--- config.mk ---
export PLATFORM = sky130hd
export DESIGN_NAME = base64_stream_decoder_top
export DESIGN_NICKNAME = d
export VERILOG_FILES = /design/src/sv/b64d_pkg.sv /design/src/sv/base64_stream_decoder_top.sv
export SDC_FILE = /design/constraint.sdc
export NUM_CORES = 1
export LEC_CHECK = 0
export BUFFER_PORTS_ARGS = -buffer_cell sky130_fd_sc_hd__buf_2
export CAP_MARGIN = 25
export CORE_MARGIN = 5
export CORE_UTILIZATION = 50
export CTS_CLUSTER_DIAMETER = 120
export DETAILED_ROUTE_END_ITERATION = 6
export PLACE_DENSITY_LB_ADDON = 0.25
export SLEW_MARGIN = 20
export SYNTH_ARGS = -nofsm -noshare
export SYNTH_HDL_FRONTEND = slang
export SYNTH_SLANG_ARGS = --single-unit
--- constraint.sdc ---
create_clock -name clk -period 6.3 [get_ports clk]
set_input_delay 0.945 -clock clk [delete_from_list [all_inputs] [get_ports clk]]
set_output_delay 0.945 -clock clk [all_outputs]
set_load 0.01 [all_outputs]
--- src/sv/b64d_pkg.sv ---
package b64d_pkg;

  localparam int MaxResults = 4;

  localparam logic [7:0] CharUpperA = 8'h41;
  localparam logic [7:0] CharUpperZ = 8'h5A;
  localparam logic [7:0] CharLowerA = 8'h61;
  localparam logic [7:0] CharLowerZ = 8'h7A;
  localparam logic [7:0] CharDigit0 = 8'h30;
  localparam logic [7:0] CharDigit9 = 8'h39;
  localparam logic [7:0] CharPlus   = 8'h2B;
  localparam logic [7:0] CharSlash  = 8'h2F;
  localparam logic [7:0] CharEquals = 8'h3D;

  typedef enum logic [1:0] {
    PH_DECODING,
    PH_EQUALS,
    PH_DONE,
    PH_ERROR
  } phase_t;

  typedef struct packed {
    logic       kind;
    logic [7:0] data_byte;
    logic       bad_input;
  } result_t;

  // Returns {valid, value}; valid is low outside the alphabet.
  function automatic logic [6:0] sextet_of(input logic [7:0] ch);
    logic [6:0] r;
    r = '0;
    if (ch >= CharUpperA && ch <= CharUpperZ) begin
      r = {1'b1, 6'(ch - CharUpperA)};
    end else if (ch >= CharLowerA && ch <= CharLowerZ) begin
      r = {1'b1, 6'(ch - CharLowerA + 8'd26)};
    end else if (ch >= CharDigit0 && ch <= CharDigit9) begin
      r = {1'b1, 6'(ch - CharDigit0 + 8'd52)};
    end else if (ch == CharPlus) begin
      r = {1'b1, 6'd62};
    end else if (ch == CharSlash) begin
      r = {1'b1, 6'd63};
    end
    return r;
  endfunction

endpackage

--- src/sv/base64_stream_decoder_top.sv ---
// Results are registered in the output bundle, or the pending one while it is busy.
// Throughput: one character per cycle when s_tready is high; a character yields zero
// to four result beats, and the single result port drains one beat per cycle while
// m_tready is high, so the output sets the pace. A pending bundle register lets the
// next character in while results still wait. Reset: rst is synchronous and active
// high; it returns the decoder to the start of a text and empties both result bundles.
module base64_stream_decoder_top (
  input  logic        clk,
  input  logic        rst,
  input  logic        s_tvalid,
  output logic        s_tready,
  input  logic [7:0]  s_tdata,   // [7:0] character
  input  logic        s_tlast,   // final_char
  output logic        m_tvalid,
  input  logic        m_tready,
  output logic [15:0] m_tdata,   // [7:0] data_byte, [8] bad_input, [15:9] zero
  output logic        m_tuser,   // kind
  output logic        m_tlast    // run_end
);

  b64d_pkg::phase_t phase, phase_mid, phase_next;
  logic [1:0]  group_fill, fill_mid, group_fill_next;
  logic [17:0] sextet_store, store_mid, sextet_store_next;

  logic [6:0]  sx;
  logic        is_alpha, is_eq, accept;
  logic [5:0]  sval;
  logic [23:0] word;
  logic        full_group, flush;
  logic [1:0]  nbytes;
  logic [7:0]  bytes [3];
  logic [2:0]  nres;
  b64d_pkg::result_t res_new [b64d_pkg::MaxResults];

  b64d_pkg::result_t out_res [b64d_pkg::MaxResults];
  b64d_pkg::result_t pend_res [b64d_pkg::MaxResults];
  logic [1:0] out_last, out_idx, pend_last;
  logic       out_valid, pend_valid;
  logic       out_pop, out_free, new_bundle;

  assign sx       = b64d_pkg::sextet_of(s_tdata);
  assign is_alpha = sx[6];
  assign sval     = sx[5:0];
  assign is_eq    = (s_tdata == b64d_pkg::CharEquals);
  assign word     = {sextet_store, sval};
  assign s_tready = !pend_valid;
  assign accept   = s_tvalid && s_tready;

  always_comb begin
    phase_mid = phase;
    unique case (phase)
      b64d_pkg::PH_DECODING: begin
        if (!is_alpha) begin
          phase_mid = is_eq ? b64d_pkg::PH_EQUALS : b64d_pkg::PH_ERROR;
        end
      end
      b64d_pkg::PH_EQUALS: begin
        if (is_alpha) begin
          phase_mid = b64d_pkg::PH_DONE;
        end else if (!is_eq) begin
          phase_mid = b64d_pkg::PH_ERROR;
        end
      end
      default: phase_mid = phase;
    endcase
    phase_next = s_tlast ? b64d_pkg::PH_DECODING : phase_mid;
  end

  always_comb begin
    fill_mid   = group_fill;
    store_mid  = sextet_store;
    full_group = 1'b0;
    flush      = 1'b0;
    if (phase == b64d_pkg::PH_DECODING && is_alpha) begin
      if (group_fill == 2'd3) begin
        full_group = 1'b1;
        fill_mid   = 2'd0;
        store_mid  = '0;
      end else begin
        store_mid = {sextet_store[11:0], sval};
        fill_mid  = group_fill + 2'd1;
      end
    end
    if (phase == b64d_pkg::PH_EQUALS && is_alpha) begin
      flush = 1'b1;
    end
    if (s_tlast && (phase_mid == b64d_pkg::PH_DECODING || phase_mid == b64d_pkg::PH_EQUALS)) begin
      flush = 1'b1;
    end

    nbytes   = 2'd0;
    bytes[0] = word[23:16];
    bytes[1] = word[15:8];
    bytes[2] = word[7:0];
    if (full_group) begin
      nbytes = 2'd3;
    end else if (flush) begin
      if (fill_mid == 2'd2) begin
        nbytes   = 2'd1;
        bytes[0] = store_mid[11:4];
      end else if (fill_mid == 2'd3) begin
        nbytes   = 2'd2;
        bytes[0] = store_mid[17:10];
        bytes[1] = store_mid[9:2];
      end
    end

    group_fill_next   = fill_mid;
    sextet_store_next = store_mid;
    if (flush || s_tlast) begin
      group_fill_next   = 2'd0;
      sextet_store_next = '0;
    end

    nres = {1'b0, nbytes} + {2'b00, s_tlast};
    for (int i = 0; i < b64d_pkg::MaxResults; i++) begin
      if (i < 3 && 2'(i) < nbytes) begin
        res_new[i] = '{kind: 1'b0, data_byte: bytes[(i < 3) ? i : 0], bad_input: 1'b0};
      end else begin
        res_new[i] = '{kind: 1'b1, data_byte: 8'd0,
                       bad_input: (phase_mid == b64d_pkg::PH_ERROR)};
      end
    end
  end

  assign new_bundle = accept && (nres != 3'd0);
  assign out_pop    = m_tvalid && m_tready;
  assign out_free   = !out_valid || (out_pop && out_idx == out_last);

  always_ff @(posedge clk) begin
    if (rst) begin
      phase        <= b64d_pkg::PH_DECODING;
      group_fill   <= 2'd0;
      sextet_store <= '0;
    end else if (accept) begin
      phase        <= phase_next;
      group_fill   <= group_fill_next;
      sextet_store <= sextet_store_next;
    end
  end

  always_ff @(posedge clk) begin
    if (rst) begin
      out_valid  <= 1'b0;
      pend_valid <= 1'b0;
      out_idx    <= 2'd0;
    end else if (out_free) begin
      out_idx <= 2'd0;
      if (pend_valid) begin
        out_valid  <= 1'b1;
        out_res    <= pend_res;
        out_last   <= pend_last;
        pend_valid <= 1'b0;
      end else if (new_bundle) begin
        out_valid <= 1'b1;
        out_res   <= res_new;
        out_last  <= 2'(nres - 3'd1);
      end else begin
        out_valid <= 1'b0;
      end
    end else begin
      if (out_pop) begin
        out_idx <= out_idx + 2'd1;
      end
      if (new_bundle) begin
        pend_valid <= 1'b1;
        pend_res   <= res_new;
        pend_last  <= 2'(nres - 3'd1);
      end
    end
  end

  assign m_tvalid = out_valid;
  assign m_tdata  = {7'd0, out_res[out_idx].bad_input, out_res[out_idx].data_byte};
  assign m_tuser  = out_res[out_idx].kind;
  assign m_tlast  = (out_idx == out_last);

endmodule
==> flow_summary.toml <==
[finish]
diodes = 0
syn_to_final_growth_pct = 7.30
final_nets = 520
layout-drive-gt1-share_pct = 16.4
final_cells = 633
final_core_util_pct = 55.1

[clock_network]
cts-root-buf = "clkbuf_8"
cts_tree = "yes"
post-cts-setup-buffers = 0
insertion_delay_ps = 360
ctsHoldBuffers = 0
clockBufferDepth = 2
cts-resized-gates = 0
numCtsBuffers = 9
clkSinkCount = 92
cts_htree_levels = 3
path_clk_slew_ps = 80

[grt]
grt_usage_pct = 18.6
grt_use_met3_pct = 3.77
gr-usage-met1_pct = 24.7
grt.busiest_layer = "met2"
gr-usage-met2_pct = 29.7
grt_antenna_before_repair = 0
grt_pass1_wl_mm = 18.4
grt_pass1_vias = 3600
grt_max_degree = 34
overflow = 0

[synthesis]
yosys_warnings = 0
synth_top_family_by_area = "compound AO/OA/AOI/OAI gates"
synth_compound_area_share_pct = 19.1
yosys.area_share.adder_pct = 2.98
synth.area.top_cells = "edfxtp_1, dfxtp_1, nand2_1"
ys_async_sr_fraction_pct = 0
syn_avg_cell_area_um2 = 10.4
syn-instance-count = 484
synth_xor_area_share_pct = 1.22
yosysMostFrequentCell = "edfxtp_1"
synthTopCellsByCount = "edfxtp_1, nand2_1, nor2_1, dfxtp_1, a21oi_1"
synthFlopType = "edfxtp_1"
yosysTopAreaCell = "edfxtp_1"
netlist.area_leader.share_pct = 39.3
synth_edf_count = 66
synthSimpleGateAreaFrac_pct = 16.8
ys_ff_latch = 92
synth_area_um2 = 5040
yosysUniqueCellTypes = 76
synthMuxAreaShare_pct = 5.33
ys_seq_area_share_pct = 49.6

[sta]
hold_viol = 0
clock-skew-final_ps = 7.25
tightest_slew_ps = 805
maxSlewHeadroom_pct = 46.2
slew_violations = 0
period_share_pct = 69.8
holdWs_ps = 520
timing.final.crit_period_ps = 4400
fmax_mhz = 227
setup_viol = 0
rsz0062_at_grt = "no"
tns_ps = 0

[critical_path]
slowest_delay_ps = 440
cp_max_fo = 29
crit_chain = "buf_2, inv_1, ha_1, nor2b_2, nor4b_4, a2bb2oi_4, o21ai_2, a211oi_4, nand3_1, nand2_1, ha_1, ha_1, inv_1, ha_1, nand2b_1, nand2_1, nor2_2, buf_4"
cpMostUsedCell = "ha_1"
regToRegStartpoint = "group_fill[0]"
critPathArrivalTime_ps = 4420
cpLargestDelayFamily = "simple AND/OR/NAND/NOR gates"
crit_start = "s_tdata[1]"
crit_buf_inv = 4
cp_slowest_cell = "nor4b_4"
crit_required_ps = 6330
crit_path_start_kind = "input port"
crit_type = "input port to flop"
endpoint_kind = "flop"

[die]
die_y_um = 110
num_rows = 36
io_pins = 33
die_width_um = 110
dieArea_um2 = 12200
start_util_pct = 51.4
coreArea_um2 = 9820

[placement]
place_congestion = 1.00
port_buffers = 25
post-dp-hpwl_mm = 8.17
placed_cells = 617

[drt]
drc = 0
dr.first_iter.drc_count = 276
detailedRoute.firstPassIterationCount = 5
vias_per_cell = 5.88
wirelength_mm = 11.2
ant_nets = 0
wire_per_inst_um = 17.7
num_vias = 3721

[power]
total_power_mw = 1.16
leakagePower_nw = 1.84
power_density_nw_per_um2 = 214
ir_worst_vdd_mv = 0.0923

[hold_path]
hp-start = "sextet_store[13]"
hold_path.class = "flop to flop"

[job]
drv_cap = 0

[status]
status = "complete, no violations"
==> state kept, by name, summed over array words and instances, names as in the netlist <==
| signal | cells |
|---|---|
| out_res | 31 |
| out_last | 2 |
| group_fill | 2 |
| phase | 2 |
| m_tvalid | 1 |
| out_idx | 2 |
| pend_valid | 1 |
| sextet_store | 18 |
| pend_last | 2 |
| pend_res | 31 |
==> worst reg2reg max path: stages (launching register included) <==
cell	delay (ps)
dfxtp_1	420
ha_1	340
inv_1	190
nand2_1	120
nor4_1	380
a31oi_1	100
o31ai_1	380
ha_1	200
inv_1	40
ha_1	160
nand2b_1	90
nand2_1	60
nor2_2	200
buf_4	390
==> placed cells by master (no fill, tap or decap), drive strengths merged, types with 11 or more instances in the layout <==
cell type / Yosys / routed
buf: 17 / 30
edfxtp: 66 / 66
mux2: 13 / 13
nor2: 38 / 38
a22oi: 13 / 13
dfxtp: 26 / 26
inv: 19 / 19
o21ai: 26 / 26
nor3: 11 / 11
a21oi: 25 / 25
nand2: 47 / 47
o31ai: 12 / 12
ha: 12 / 12
==> through the flow <==
step	area (µm²)	worst slack, ps
floorplan	5060	48.3
global placement	5230	1640
detailed placement	5230	1500
CTS	5410	1910
global route	5410	1550
finish	5410	1900
==> path summary, 6_finish.rpt <==
kind,slack [ps],cells after the start,endpoint
worst max-delay path,1900,18,pend_res[21]
worst min-delay path,520,2,sextet_store[13]
worst max register to register,2880,13,pend_res[21]
worst min register to register,520,2,sextet_store[13]
==> metal layers <==
layer	up-vias	share of wire, %
met2	115	47
li1	1815	-
met5	-	0
met3	23	5.0
met4	0	2.6
met1	1768	45
==> kinds of logic (layout without fill, tap and decap cells) <==
family,after synthesis,count (layout)
simple gates,161,161
compound gates,131,131
flops,92,92
buf+inv,56,66
mux,24,24
fa+ha+maj,12,12
xor+xnor,7,7
other cells,1,7
==> where the power goes <==
group	internal, mW	switching (mW)
combinational	0.0397	0.0783
sequential	0.658	0.00729
clock	0.180	0.196
==> layout make-up <==
class                   count  area, µm²
clock inverters             6       55.1
multi-input cells         342       2320
well taps                 133        166
inverters                  20       75.1
flip-flops and latches     92       2500
repair buffers             30        163
clock buffers              10        128
fillers                   890       4410
(Power assumes the default switching activity.)
